<file path="src/rtl/core/sha256_stream_hasher_unit_assert.svh">
// Assertion macros for the SHA-256 stream hasher.
// Each macro expects clk and rst_n to be in scope where it is used.
`ifndef SHA256_STREAM_HASHER_UNIT_ASSERT_SVH
`define SHA256_STREAM_HASHER_UNIT_ASSERT_SVH

`ifndef SYNTH

`define SHA256SH_ASSERT_IMP(lbl, ante, cons) \
    lbl: assert property (@(posedge clk) disable iff (!rst_n) (ante) |-> (cons)) \
        else $error("sha256 stream hasher: implication check failed");

`define SHA256SH_ASSERT_NXT(lbl, ante, cons) \
    lbl: assert property (@(posedge clk) disable iff (!rst_n) (ante) |=> (cons)) \
        else $error("sha256 stream hasher: next-cycle check failed");

`else

`define SHA256SH_ASSERT_IMP(lbl, ante, cons)

`define SHA256SH_ASSERT_NXT(lbl, ante, cons)

`endif

`endif

</file>
<file path="src/rtl/core/sha256sh_pkg.sv">
`default_nettype none

package sha256sh_pkg;

    localparam int SHA256SH_QUEUE_DEPTH = 4;

    localparam logic [31:0] IV_TABLE [8] = '{
        32'h6a09e667, 32'hbb67ae85, 32'h3c6ef372, 32'ha54ff53a,
        32'h510e527f, 32'h9b05688c, 32'h1f83d9ab, 32'h5be0cd19
    };

    localparam logic [31:0] K_TABLE [64] = '{
        32'h428a2f98, 32'h71374491, 32'hb5c0fbcf, 32'he9b5dba5,
        32'h3956c25b, 32'h59f111f1, 32'h923f82a4, 32'hab1c5ed5,
        32'hd807aa98, 32'h12835b01, 32'h243185be, 32'h550c7dc3,
        32'h72be5d74, 32'h80deb1fe, 32'h9bdc06a7, 32'hc19bf174,
        32'he49b69c1, 32'hefbe4786, 32'h0fc19dc6, 32'h240ca1cc,
        32'h2de92c6f, 32'h4a7484aa, 32'h5cb0a9dc, 32'h76f988da,
        32'h983e5152, 32'ha831c66d, 32'hb00327c8, 32'hbf597fc7,
        32'hc6e00bf3, 32'hd5a79147, 32'h06ca6351, 32'h14292967,
        32'h27b70a85, 32'h2e1b2138, 32'h4d2c6dfc, 32'h53380d13,
        32'h650a7354, 32'h766a0abb, 32'h81c2c92e, 32'h92722c85,
        32'ha2bfe8a1, 32'ha81a664b, 32'hc24b8b70, 32'hc76c51a3,
        32'hd192e819, 32'hd6990624, 32'hf40e3585, 32'h106aa070,
        32'h19a4c116, 32'h1e376c08, 32'h2748774c, 32'h34b0bcb5,
        32'h391c0cb3, 32'h4ed8aa4a, 32'h5b9cca4f, 32'h682e6ff3,
        32'h748f82ee, 32'h78a5636f, 32'h84c87814, 32'h8cc70208,
        32'h90befffa, 32'ha4506ceb, 32'hbef9a3f7, 32'hc67178f2
    };

    localparam logic [7:0] PAD_MARK = 8'h80;
    localparam logic [3:0] LEN_HI_WORD = 4'd14;

    // One 32-bit message word on its way from the front end to the round engine.
    typedef struct packed {
        logic        valid;
        logic        msg_done;
        logic [31:0] word;
    } q_word_t;

    typedef enum logic [1:0] {
        FRONT_TAKE,
        FRONT_MARK,
        FRONT_ZERO,
        FRONT_LEN_LO
    } front_state_t;

    typedef enum logic [1:0] {
        BACK_ROUND,
        BACK_ADD,
        BACK_EMIT
    } back_state_t;

    function automatic logic [31:0] rotr(input logic [31:0] x, input int n);
        rotr = (x >> n) | (x << (32 - n));
    endfunction

    function automatic logic [31:0] big_sigma0(input logic [31:0] x);
        big_sigma0 = rotr(x, 2) ^ rotr(x, 13) ^ rotr(x, 22);
    endfunction

    function automatic logic [31:0] big_sigma1(input logic [31:0] x);
        big_sigma1 = rotr(x, 6) ^ rotr(x, 11) ^ rotr(x, 25);
    endfunction

    function automatic logic [31:0] small_sigma0(input logic [31:0] x);
        small_sigma0 = rotr(x, 7) ^ rotr(x, 18) ^ (x >> 3);
    endfunction

    function automatic logic [31:0] small_sigma1(input logic [31:0] x);
        small_sigma1 = rotr(x, 17) ^ rotr(x, 19) ^ (x >> 10);
    endfunction

endpackage

`default_nettype wire

</file>
<file path="src/rtl/core/sha256sh_front.sv">
`default_nettype none

module sha256sh_front (
    input  wire logic                  clk,
    input  wire logic                  rst_n,
    input  wire logic                  s_axis_tvalid,
    output logic                       s_axis_tready,
    input  wire logic [7:0]            s_axis_tdata,  // data_byte
    input  wire logic                  s_axis_tuser,  // byte_valid
    input  wire logic                  s_axis_tlast,  // message_end
    input  wire logic                  q_full,
    output sha256sh_pkg::q_word_t      q_push
);
    import sha256sh_pkg::*;

    front_state_t state_reg, state_next;
    logic [23:0]  acc_reg, acc_next;
    logic [1:0]   lane_reg, lane_next;
    logic [3:0]   widx_reg, widx_next;
    logic [60:0]  count_reg, count_next;
    logic         take;
    logic [31:0]  mark_word;

    assign s_axis_tready = (state_reg == FRONT_TAKE) && !q_full;
    assign take = s_axis_tvalid && s_axis_tready;

    // Bytes already held in the partial word are followed by the 0x80 marker.
    always_comb
    begin
        unique case (lane_reg)
            2'd0: mark_word = {PAD_MARK, 24'h0};
            2'd1: mark_word = {acc_reg[7:0], PAD_MARK, 16'h0};
            2'd2: mark_word = {acc_reg[15:0], PAD_MARK, 8'h0};
            default: mark_word = {acc_reg, PAD_MARK};
        endcase
    end

    always_comb
    begin
        state_next = state_reg;
        acc_next = acc_reg;
        lane_next = lane_reg;
        widx_next = widx_reg;
        count_next = count_reg;
        q_push = '0;
        unique case (state_reg)
            FRONT_TAKE:
            begin
                if (take)
                begin
                    if (s_axis_tuser)
                    begin
                        count_next = count_reg + 61'd1;
                        acc_next = {acc_reg[15:0], s_axis_tdata};
                        lane_next = lane_reg + 2'd1;
                        if (lane_reg == 2'd3)
                        begin
                            q_push.valid = 1'b1;
                            q_push.word = {acc_reg, s_axis_tdata};
                            widx_next = widx_reg + 4'd1;
                        end
                    end
                    if (s_axis_tlast)
                    begin
                        state_next = FRONT_MARK;
                    end
                end
            end
            FRONT_MARK:
            begin
                if (!q_full)
                begin
                    q_push.valid = 1'b1;
                    q_push.word = mark_word;
                    widx_next = widx_reg + 4'd1;
                    lane_next = 2'd0;
                    state_next = FRONT_ZERO;
                end
            end
            FRONT_ZERO:
            begin
                // Zero words run on, into a further block if need be, until the
                // length can take the last two words of a block.
                if (!q_full)
                begin
                    q_push.valid = 1'b1;
                    widx_next = widx_reg + 4'd1;
                    if (widx_reg == LEN_HI_WORD)
                    begin
                        q_push.word = count_reg[60:29];
                        state_next = FRONT_LEN_LO;
                    end
                end
            end
            FRONT_LEN_LO:
            begin
                if (!q_full)
                begin
                    q_push.valid = 1'b1;
                    q_push.msg_done = 1'b1;
                    q_push.word = {count_reg[28:0], 3'b000};
                    widx_next = 4'd0;
                    count_next = '0;
                    state_next = FRONT_TAKE;
                end
            end
            default:
            begin
                state_next = FRONT_TAKE;
            end
        endcase
    end

    always_ff @(posedge clk or negedge rst_n)
    begin
        if (!rst_n)
        begin
            state_reg <= FRONT_TAKE;
            lane_reg <= 2'd0;
            widx_reg <= 4'd0;
            count_reg <= '0;
        end
        else
        begin
            state_reg <= state_next;
            lane_reg <= lane_next;
            widx_reg <= widx_next;
            count_reg <= count_next;
        end
    end

    always_ff @(posedge clk)
    begin
        acc_reg <= acc_next;
    end

endmodule

`default_nettype wire

</file>
<file path="src/rtl/core/sha256sh_queue.sv">
`default_nettype none

module sha256sh_queue #(
    parameter int DEPTH = sha256sh_pkg::SHA256SH_QUEUE_DEPTH
) (
    input  wire logic                  clk,
    input  wire logic                  rst_n,
    input  wire sha256sh_pkg::q_word_t push,
    output logic                       full,
    output sha256sh_pkg::q_word_t      head,
    input  wire logic                  pop
);
    import sha256sh_pkg::*;

    localparam int PW = (DEPTH > 1) ? $clog2(DEPTH) : 1;
    localparam int CW = $clog2(DEPTH + 1);
    localparam logic [PW-1:0] LAST_PTR = PW'(DEPTH - 1);

    logic [32:0]   mem [DEPTH];
    logic [PW-1:0] wr_ptr_reg, wr_ptr_next;
    logic [PW-1:0] rd_ptr_reg, rd_ptr_next;
    logic [CW-1:0] fill_reg, fill_next;
    logic          do_push;
    logic          do_pop;

    assign full = (fill_reg == CW'(DEPTH));
    assign do_push = push.valid && !full;
    assign do_pop = pop && (fill_reg != '0);

    assign head.valid = (fill_reg != '0);
    assign head.msg_done = mem[rd_ptr_reg][32];
    assign head.word = mem[rd_ptr_reg][31:0];

    always_comb
    begin
        wr_ptr_next = wr_ptr_reg;
        rd_ptr_next = rd_ptr_reg;
        fill_next = fill_reg;
        if (do_push)
        begin
            wr_ptr_next = (wr_ptr_reg == LAST_PTR) ? '0 : wr_ptr_reg + PW'(1);
        end
        if (do_pop)
        begin
            rd_ptr_next = (rd_ptr_reg == LAST_PTR) ? '0 : rd_ptr_reg + PW'(1);
        end
        if (do_push && !do_pop)
        begin
            fill_next = fill_reg + CW'(1);
        end
        else if (do_pop && !do_push)
        begin
            fill_next = fill_reg - CW'(1);
        end
    end

    always_ff @(posedge clk or negedge rst_n)
    begin
        if (!rst_n)
        begin
            wr_ptr_reg <= '0;
            rd_ptr_reg <= '0;
            fill_reg <= '0;
        end
        else
        begin
            wr_ptr_reg <= wr_ptr_next;
            rd_ptr_reg <= rd_ptr_next;
            fill_reg <= fill_next;
        end
    end

    always_ff @(posedge clk)
    begin
        if (do_push)
        begin
            mem[wr_ptr_reg] <= {push.msg_done, push.word};
        end
    end

endmodule

`default_nettype wire

</file>
<file path="src/rtl/core/sha256sh_back.sv">
`default_nettype none
`include "sha256_stream_hasher_unit_assert.svh"

module sha256sh_back (
    input  wire logic                  clk,
    input  wire logic                  rst_n,
    input  wire sha256sh_pkg::q_word_t q_head,
    output logic                       q_pop,
    output logic                       m_axis_tvalid,
    input  wire logic                  m_axis_tready,
    output logic [31:0]                m_axis_tdata,  // digest_word
    output logic [2:0]                 m_axis_tuser,  // word_index
    output logic                       m_axis_tlast   // last_word
);
    import sha256sh_pkg::*;

    back_state_t state_reg, state_next;
    logic [5:0]  round_reg, round_next;
    logic [2:0]  emit_idx_reg, emit_idx_next;
    logic        done_reg, done_next;
    logic [31:0] w_reg [16];
    logic [31:0] w_next [16];
    logic [31:0] v_reg [8];
    logic [31:0] v_next [8];
    logic [31:0] hash_reg [8];
    logic [31:0] hash_next [8];
    logic        early;
    logic        advance;
    logic [31:0] wt;
    logic [31:0] t1;
    logic [31:0] t2;
    logic [31:0] ch;
    logic [31:0] mj;

    assign early = (round_reg[5:4] == 2'b00);
    assign advance = (state_reg == BACK_ROUND) && (!early || q_head.valid);
    assign q_pop = (state_reg == BACK_ROUND) && early && q_head.valid;

    // The first sixteen rounds take their word straight from the queue; the
    // rest expand it from the sixteen-word window.
    assign wt = early ? q_head.word
                      : w_reg[0] + small_sigma0(w_reg[1]) + w_reg[9] + small_sigma1(w_reg[14]);
    assign ch = (v_reg[4] & v_reg[5]) ^ (~v_reg[4] & v_reg[6]);
    assign mj = (v_reg[0] & v_reg[1]) ^ (v_reg[0] & v_reg[2]) ^ (v_reg[1] & v_reg[2]);
    assign t1 = v_reg[7] + big_sigma1(v_reg[4]) + ch + K_TABLE[round_reg] + wt;
    assign t2 = big_sigma0(v_reg[0]) + mj;

    assign m_axis_tvalid = (state_reg == BACK_EMIT);
    assign m_axis_tdata = hash_reg[0];
    assign m_axis_tuser = emit_idx_reg;
    assign m_axis_tlast = (emit_idx_reg == 3'd7);

    always_comb
    begin
        state_next = state_reg;
        round_next = round_reg;
        emit_idx_next = emit_idx_reg;
        done_next = done_reg;
        w_next = w_reg;
        v_next = v_reg;
        hash_next = hash_reg;
        unique case (state_reg)
            BACK_ROUND:
            begin
                if (advance)
                begin
                    for (int i = 0; i < 15; i++)
                    begin
                        w_next[i] = w_reg[i + 1];
                    end
                    w_next[15] = wt;
                    v_next[7] = v_reg[6];
                    v_next[6] = v_reg[5];
                    v_next[5] = v_reg[4];
                    v_next[4] = v_reg[3] + t1;
                    v_next[3] = v_reg[2];
                    v_next[2] = v_reg[1];
                    v_next[1] = v_reg[0];
                    v_next[0] = t1 + t2;
                    round_next = round_reg + 6'd1;
                    if (round_reg == 6'd15)
                    begin
                        done_next = q_head.msg_done;
                    end
                    if (round_reg == 6'd63)
                    begin
                        state_next = BACK_ADD;
                    end
                end
            end
            BACK_ADD:
            begin
                for (int i = 0; i < 8; i++)
                begin
                    hash_next[i] = hash_reg[i] + v_reg[i];
                    v_next[i] = hash_reg[i] + v_reg[i];
                end
                if (done_reg)
                begin
                    emit_idx_next = 3'd0;
                    state_next = BACK_EMIT;
                end
                else
                begin
                    state_next = BACK_ROUND;
                end
            end
            BACK_EMIT:
            begin
                if (m_axis_tready)
                begin
                    // The digest words shift down past the output port.
                    for (int i = 0; i < 7; i++)
                    begin
                        hash_next[i] = hash_reg[i + 1];
                    end
                    emit_idx_next = emit_idx_reg + 3'd1;
                    if (emit_idx_reg == 3'd7)
                    begin
                        hash_next = IV_TABLE;
                        v_next = IV_TABLE;
                        done_next = 1'b0;
                        state_next = BACK_ROUND;
                    end
                end
            end
            default:
            begin
                state_next = BACK_ROUND;
            end
        endcase
    end

    always_ff @(posedge clk or negedge rst_n)
    begin
        if (!rst_n)
        begin
            state_reg <= BACK_ROUND;
            round_reg <= 6'd0;
            emit_idx_reg <= 3'd0;
            done_reg <= 1'b0;
            hash_reg <= IV_TABLE;
            v_reg <= IV_TABLE;
        end
        else
        begin
            state_reg <= state_next;
            round_reg <= round_next;
            emit_idx_reg <= emit_idx_next;
            done_reg <= done_next;
            hash_reg <= hash_next;
            v_reg <= v_next;
        end
    end

    always_ff @(posedge clk)
    begin
        w_reg <= w_next;
    end

    `SHA256SH_ASSERT_NXT(a_add_after_last_round, advance && (round_reg == 6'd63), state_reg == BACK_ADD && round_reg == 6'd0)
    `SHA256SH_ASSERT_NXT(a_round_steps_by_one, advance && (round_reg != 6'd63), state_reg == BACK_ROUND && round_reg == $past(round_reg) + 6'd1)
    `SHA256SH_ASSERT_NXT(a_emit_end_restarts, m_axis_tvalid && m_axis_tready && m_axis_tlast, state_reg == BACK_ROUND && round_reg == 6'd0 && !done_reg)
    `SHA256SH_ASSERT_IMP(a_pop_only_early, q_pop, state_reg == BACK_ROUND && round_reg < 6'd16)

endmodule

`default_nettype wire

</file>
<file path="src/rtl/core/sha256_stream_hasher_unit.sv">
// SHA-256 stream hasher.
// Input channel s_axis: one message byte per transfer in tdata, tuser set when
// the byte is present, tlast set on the transfer that ends the message (the
// byte, if any, is absorbed first). Padding and the bit length are added here.
// Output channel m_axis: eight transfers per message, digest words H0 to H7 in
// tdata, the word index in tuser, tlast on the eighth word.
// Bytes are taken at one per cycle while the four-word queue between the byte
// packer and the round engine has room. The packer makes a word from every four
// bytes, and the first sixteen rounds of a block wait on it; during the other 48
// rounds and the hash update, the queue fills and the input stalls.
// After the ending transfer the packer issues three to eighteen padding words
// and takes no input meanwhile.
// The digest words come straight from the hash registers and hold while the
// receiver stalls; the packer keeps accepting bytes until the queue fills.
// Reset loads the initial hash values and clears all counts; no clearing pass.
`default_nettype none

module sha256_stream_hasher_unit #(
    parameter int QUEUE_DEPTH = sha256sh_pkg::SHA256SH_QUEUE_DEPTH
) (
    input  wire logic        clk,
    input  wire logic        rst_n,
    input  wire logic        s_axis_tvalid,
    output logic             s_axis_tready,
    input  wire logic [7:0]  s_axis_tdata,   // [7:0] data_byte
    input  wire logic        s_axis_tuser,   // [0] byte_valid
    input  wire logic        s_axis_tlast,   // message_end
    output logic             m_axis_tvalid,
    input  wire logic        m_axis_tready,
    output logic [31:0]      m_axis_tdata,   // [31:0] digest_word
    output logic [2:0]       m_axis_tuser,   // [2:0] word_index
    output logic             m_axis_tlast    // last_word
);
    import sha256sh_pkg::*;

    q_word_t push;
    q_word_t head;
    logic    q_full;
    logic    q_pop;

    sha256sh_front u_front (
        .clk           (clk),
        .rst_n         (rst_n),
        .s_axis_tvalid (s_axis_tvalid),
        .s_axis_tready (s_axis_tready),
        .s_axis_tdata  (s_axis_tdata),
        .s_axis_tuser  (s_axis_tuser),
        .s_axis_tlast  (s_axis_tlast),
        .q_full        (q_full),
        .q_push        (push)
    );

    sha256sh_queue #(
        .DEPTH (QUEUE_DEPTH)
    ) u_queue (
        .clk   (clk),
        .rst_n (rst_n),
        .push  (push),
        .full  (q_full),
        .head  (head),
        .pop   (q_pop)
    );

    sha256sh_back u_back (
        .clk           (clk),
        .rst_n         (rst_n),
        .q_head        (head),
        .q_pop         (q_pop),
        .m_axis_tvalid (m_axis_tvalid),
        .m_axis_tready (m_axis_tready),
        .m_axis_tdata  (m_axis_tdata),
        .m_axis_tuser  (m_axis_tuser),
        .m_axis_tlast  (m_axis_tlast)
    );

endmodule

`default_nettype wire
</file>
<file path="config.mk">
export PLATFORM = sky130hd
export DESIGN_NAME = sha256_stream_hasher_unit
export DESIGN_NICKNAME = d
export VERILOG_FILES = /design/src/rtl/core/sha256sh_pkg.sv /design/src/rtl/core/sha256sh_front.sv /design/src/rtl/core/sha256sh_queue.sv /design/src/rtl/core/sha256sh_back.sv /design/src/rtl/core/sha256_stream_hasher_unit.sv
export VERILOG_INCLUDE_DIRS = /design/src /design/src/rtl/core
export SDC_FILE = /design/constraint.sdc
export NUM_CORES = 2
export LEC_CHECK = 0
export CAP_MARGIN = 20
export CORE_MARGIN = 5
export CORE_UTILIZATION = 55
export CTS_CLUSTER_SIZE = 30
export DETAILED_ROUTE_END_ITERATION = 16
export DONT_BUFFER_PORTS = 1
export PLACE_DENSITY = 0.7
export SYNTH_ARGS = -nofsm -noshare
export SYNTH_HDL_FRONTEND = slang
export SYNTH_SLANG_ARGS = --single-unit
</file>
<file path="constraint.sdc">
create_clock -name clk -period 23.5 [get_ports clk]
set_input_delay 4.7 -clock clk [delete_from_list [all_inputs] [get_ports clk]]
set_output_delay 4.7 -clock clk [all_outputs]
set_load 0.01 [all_outputs]
</file>
# Word-level counts from Yosys, hierarchy flattened
# Memory sizes are Yosys's and may differ from the RTL's.
# Index checks and enable logic that the tools add are counted.
[op_classes]
addsub = 27
order_cmp = 1
n_eq_ne = 30
muxes = 65
bitwise = 28
n_reduce_logical = 38
[ops]
columns = ["op", "n"]
rows = [
  ["256-bit two-way mux", 5],
  ["256-bit one-hot mux with 3 select lines", 1],
  ["32-bit adder", 18],
  ["256-bit one-hot mux with 2 select lines", 1],
  ["32-bit two-way mux", 9],
  ["32-bit bitwise XOR", 9],
  ["61-bit two-way mux", 3],
  ["32-bit AND", 5],
  ["32-bit one-hot mux with 4 select lines", 1],
  ["61-bit one-hot mux with 2 select lines", 1],
  ["32-bit one-hot mux with 3 select lines", 1],
  ["61-bit by 1-bit adder with 61-bit output (second input constant)", 1],
  ["34-bit two-way mux", 1],
  ["32-bit inverter", 1],
  ["10-bit by 32-bit OR with 32-bit output", 1],
  ["13-bit by 32-bit OR with 32-bit output", 1],
  ["14-bit by 32-bit OR with 32-bit output", 1],
  ["15-bit by 32-bit OR with 32-bit output", 1],
  ["19-bit by 32-bit OR with 32-bit output", 1],
  ["21-bit by 32-bit OR with 32-bit output", 1],
  ["25-bit by 32-bit OR with 32-bit output", 1],
  ["26-bit by 32-bit OR with 32-bit output", 1],
  ["30-bit by 32-bit OR with 32-bit output", 1],
  ["7-bit by 32-bit OR with 32-bit output", 1],
  ["other kinds (40)", 122],
]
[totals]
register_bits = 1136
ram_bits = 132
rom_bits = 2048
out_inout_bits = 38
elab_cells = 235
mem_count = 2
[memory_table]
columns = ["name", "words", "width", "read_ports", "rd_clocked_by_memory_dff", "write_ports", "line_no", "source"]
rows = [
  ["(no name shown)", 64, 32, 1, 0, 0, "sha256sh_back.sv:45", "assign t1 = v_reg[7] + big_sigma1(v_reg[4]) + ch + K_TABLE[round_reg] + wt;"],
  ["u_queue.mem", 4, 33, 1, 0, 1, "sha256sh_queue.sv:19", "logic [32:0] mem [DEPTH];"],
]

# Longest topological paths before layout
[depth]
depth_word = 11
ltp_mapped = 45
depth_no_buf = 45

# By module
# From an unflattened synthesis, not the netlist that was laid out.
[hier_totals]
cells_unflattened = 7653
area_unflattened_um2 = 78292.6
[modules_own_cells]
columns = ["module", "instances", "cells_per_inst", "area_each_um2", "seq_area_each_um2"]
rows = [
  ["sha256sh_back", 1, 6805, 67450.9, 28827.6],
  ["sha256sh_front", 1, 638, 5569.1, 2447.3],
  ["sha256sh_queue", 1, 210, 5272.6, 4139.0],
]

# Worst setup path before layout
# Ideal clock, no wire load.
[synth_path]
path_type = "register -> register"
start = "register u_back.round_reg[5]"
end = "register u_back.round_reg[1]"
t_arrival_ns = 11.268
t_required_ns = 22.911
path_slack_ns = 11.642
stages_incl_launch_ff = 7
n_path_buf = 1
synth_period_minus_slack_ns = 11.858
path_cell_list = "dfrtp_1 > clkbuf_1 > inv_1 > nand2_1 > o21ai_0 > inv_1 > o21ai_0"
[synth_via]
elab_chain_cells = 5
[synth_rtl]
columns = ["item", "line_no", "source"]
rows = [
  ["start, declared", "sha256sh_back.sv:18", "logic [5:0] round_reg, round_next;"],
  ["start signal, assigned", "sha256sh_back.sv:148", "round_reg <= round_next;"],
  ["2-bit zero test", "sha256sh_back.sv:35", "assign early = (round_reg[5:4] == 2'b00);"],
  ["1-bit zero test", "sha256sh_back.sv:36", "assign advance = (state_reg == BACK_ROUND) && (!early || q_head.valid);"],
  ["1-bit logical OR", "sha256sh_back.sv:36", ""],
  ["1-bit logical AND", "sha256sh_back.sv:36", ""],
  ["2-bit AND reduction (no line)", "n/a", ""],
]
# Every way passes these cells.
# A chain may end at the register's enable or synchronous reset.

# Worst setup path in the final report
[layout_path]
start = "register u_back.w_reg[457] in the netlist's numbering"
end = "register u_back.v_reg[255] in the netlist's numbering"
[layout_via]
elab_chain_cells = 11
[layout_rtl]
columns = ["item", "line_no", "source"]
rows = [
  ["start, declared", "sha256sh_back.sv:21", "logic [31:0] w_reg [16];"],
  ["start signal, assigned", "sha256sh_back.sv:158", "w_reg <= w_next;"],
  ["25-bit by 32-bit OR with 32-bit output / 14-bit by 32-bit OR with 32-bit output (equally long branches)", "sha256sh_pkg.sv:55", "rotr = (x >> n) | (x << (32 - n));"],
  ["32-bit bitwise XOR", "sha256sh_pkg.sv:67", "small_sigma0 = rotr(x, 7) ^ rotr(x, 18) ^ (x >> 3);"],
  ["32-bit by 29-bit bitwise XOR with 32-bit output *", "sha256sh_pkg.sv:67", ""],
  ["32-bit adder * (3 in a row)", "sha256sh_back.sv:42", ": w_reg[0] + small_sigma0(w_reg[1]) + w_reg[9] + small_sigma1(w_reg[14]);"],
  ["32-bit two-way mux *", "sha256sh_back.sv:41", "assign wt = early ? q_head.word"],
  ["32-bit adder *", "sha256sh_back.sv:45", ""],
  ["32-bit adder *", "sha256sh_back.sv:79", "v_next[0] = t1 + t2;"],
  ["256-bit two-way mux *", "sha256sh_back.sv:65", "if (advance)"],
  ["256-bit one-hot mux with 3 select lines *", "sha256sh_back.sv:62", "unique case (state_reg)"],
  ["end signal, assigned", "sha256sh_back.sv:152", "v_reg <= v_next;"],
  ["end, declared", "sha256sh_back.sv:23", "logic [31:0] v_reg [8];"],
]
# Every way passes the cells marked *; elsewhere a longest branch is shown, timed or not. The select of a mux whose other input is x is not followed.

==> flow_summary.toml <==
[run_status]
outcome = "finished, violations left"
failed_checks = "slew limit"

[clocking]
post-cts-setup-buffers = 0
cts_tree = "built"
cts.sinks = 1268
cts_hold_buf = 0
htreeDepth = 4
post_cts_resized = 0
clk_path_buf_depth = 3
clk_pin_slew_ns = 0.06
cts_root_buf = "clkbuf_16"
cts_buffers = 142
clock_latency_ns = 0.82

[layout]
fillers = 11700
final_cells = 9435
utilization = 0.596
layout-drive-gt1-share = 0.0940
finalNetCount = 8059
final_common_cell = "nor2_1"
largest_reg_flops = 512
layout_common_cells = "nor2_1 (672), edfxtp_1 (668), a21oi_1 (667), nand2_1 (616), o21ai_0 (565)"
areaGrowthSynthToFinish_pct = 8.10

[logic_synthesis]
synth_fa_ha_area_frac = 0.121
syn_area_um2 = 77700
synth_edf_count = 668
synth_cells = 7626
syn_area_per_cell_um2 = 10.2
synth_nets = 8262
ys_seq_elements = 1268
synth_simple_gate_area_frac = 0.101
synth_xor_area_frac = 0.0719
synth_compound_area_frac = 0.189
ys.flop_type = "edfxtp_1"
yosys_warnings = 0
async_flop_share = 0.473
synth_top_family_by_area = "compound AO/OA/AOI/OAI gates"
synthMuxAreaShare = 0.0164
ys_seq_area_frac = 0.456
yosysUniqueCellTypes = 103

[setup_path]
slowest_stage = "fa_1"
worstPathMaxFanout = 5
crit_top_cell = "xnor2_1"
slowest_delay_ns = 0.52
crit_type = "register to register"
startpoint_type = "register"
crit_required_ns = 24.21
end_kind = "register"
cp.arrival_ns = 11.24

[timing]
final_hold_viol_count = 0
fin_skew_ns = 0.0609
fin_tns_setup_ns = 0
rsz0062_at_grt = "false"
drv_slew = 453
worst_slack_ns = 12.97
setup_viol = 0
fin_crit_sh = 0.448
worst_slew_pin_slew_ns = 3.22
fmax_ghz = 0.0950
fin_crit_ns = 10.53
slew_headroom = -1.15

[placement]
hpwl_um = 170000
dpl.cell_count = 9168
numPortBuffers = 0
place.gp.congestion = 1.01
pre_cts_ws_ns = 13.10

[die]
pin_count = 52
die_w_um = 386
dieArea_um2 = 149000
die_h_um = 386
coreArea_um2 = 141000
num_rows = 138
initial_core_util = 0.551

[route]
wl_per_cell_um = 25.6
viasPerCell = 6.34
vias = 59800
drc_errors = 0
first_iter_violations = 7581
antenna_left = 0
drt-total-wl_um = 241000
first_pass_iters = 9

[global_routing]
grt_pass1_vias = 56400
grt_pass1_wl_um = 360000
track_usage = 0.320
gr-total-overflow = 0
grt_antenna_before_repair = 2
grt_max_degree = 601

[worst_hold_path]
hold_path.class = "register to register"

[flow_run]
maxCapViolations = 0
-- per-layer routing --
layer  vias to the layer above  wire length [um]  global-route usage
li1                      26900                 -                   -
met1                     29400            104000               0.476
met2                      3170            102000               0.459
met3                       455             23900              0.0621
met4                         0             10900               0.132
met5                         -                 0                   0
-- per-stage QoR --
step,cell area [um^2],hold WS (ns)
2_1_floorplan,77700,0.400
3_3_place_gp,79100,0.400
3_5_place_dp,79100,0.405
4_1_cts,83900,0.409
5_1_grt,84000,0.418
6_report,84000,0.413
-- kinds of logic (layout without fill, tap and decap cells) --
kind of cell	count (synthesis)	after routing
multiplexers	79	79
XOR/XNOR	637	637
AND/OR/NAND/NOR	1790	1790
other	0	4
adder cells (fa/ha/maj)	635	635
flip-flops	1268	1268
buffers and inverters	903	818
AO/OA/AOI/OAI	2314	2314
-- synthesized netlist by cell type, drive strengths merged, types with 41 or more instances --
cell type | n | area, um^2
a21o | 181 | 1360
a21oi | 668 | 3350
a221oi | 67 | 599
a31oi | 84 | 532
and3 | 48 | 300
buf | 82 | 430
clkbuf | 343 | 1290
dfrtp | 328 | 8210
dfstp | 272 | 7150
edfxtp | 668 | 20100
fa | 198 | 3960
ha | 424 | 5310
inv | 477 | 1790
nand2 | 620 | 2330
nand2b | 57 | 357
nand3 | 94 | 480
nor2 | 679 | 2550
nor2b | 41 | 257
nor3 | 91 | 472
o21a | 129 | 970
o21ai | 583 | 2930
o21bai | 62 | 465
o221ai | 64 | 561
o22ai | 85 | 538
o31ai | 63 | 521
xnor2 | 459 | 4030
xor2 | 178 | 1560
-- area by class of cell --
cell class	instances	area, um^2	share of cell area
flip-flops and latches	1268	35400	0.422
clock inverters	74	1000	0.0119
inverters	478	1810	0.0215
multi-input cells	5455	38900	0.463
repair buffers	78	614	0.00731
diodes	4	10.0	0.000119
clock buffers	188	3870	0.0461
well taps	1890	2360	0.0282
-- final timing paths --
path                              startpoint                end  slack, ns  cells after the start
max                        u_back.w_reg[457]  u_back.v_reg[255]      12.97                     42
min                        u_back.w_reg[248]  u_back.w_reg[280]       0.41                      0
max reg2reg                u_back.w_reg[457]  u_back.v_reg[255]      12.97                     42
min reg2reg                u_back.w_reg[248]  u_back.w_reg[280]       0.41                      0
max in group asynchronous              rst_n  u_back.v_reg[153]      17.37                      0
min in group asynchronous              rst_n   u_back.v_reg[29]       3.69                      0
-- critical path, delay by kind of cell (launching register included) --
kind | cells | cell delay [ns]
adder cells (fa/ha/maj) | 8 | 3.31
flip-flops | 1 | 0.49
AO/OA/AOI/OAI | 19 | 3.94
XOR/XNOR | 6 | 1.25
buffers and inverters | 3 | 0.23
AND/OR/NAND/NOR | 6 | 1.26
Power is not shown: default switching activity piles up to over one toggle a cycle in this logic, so the estimate is an artifact.
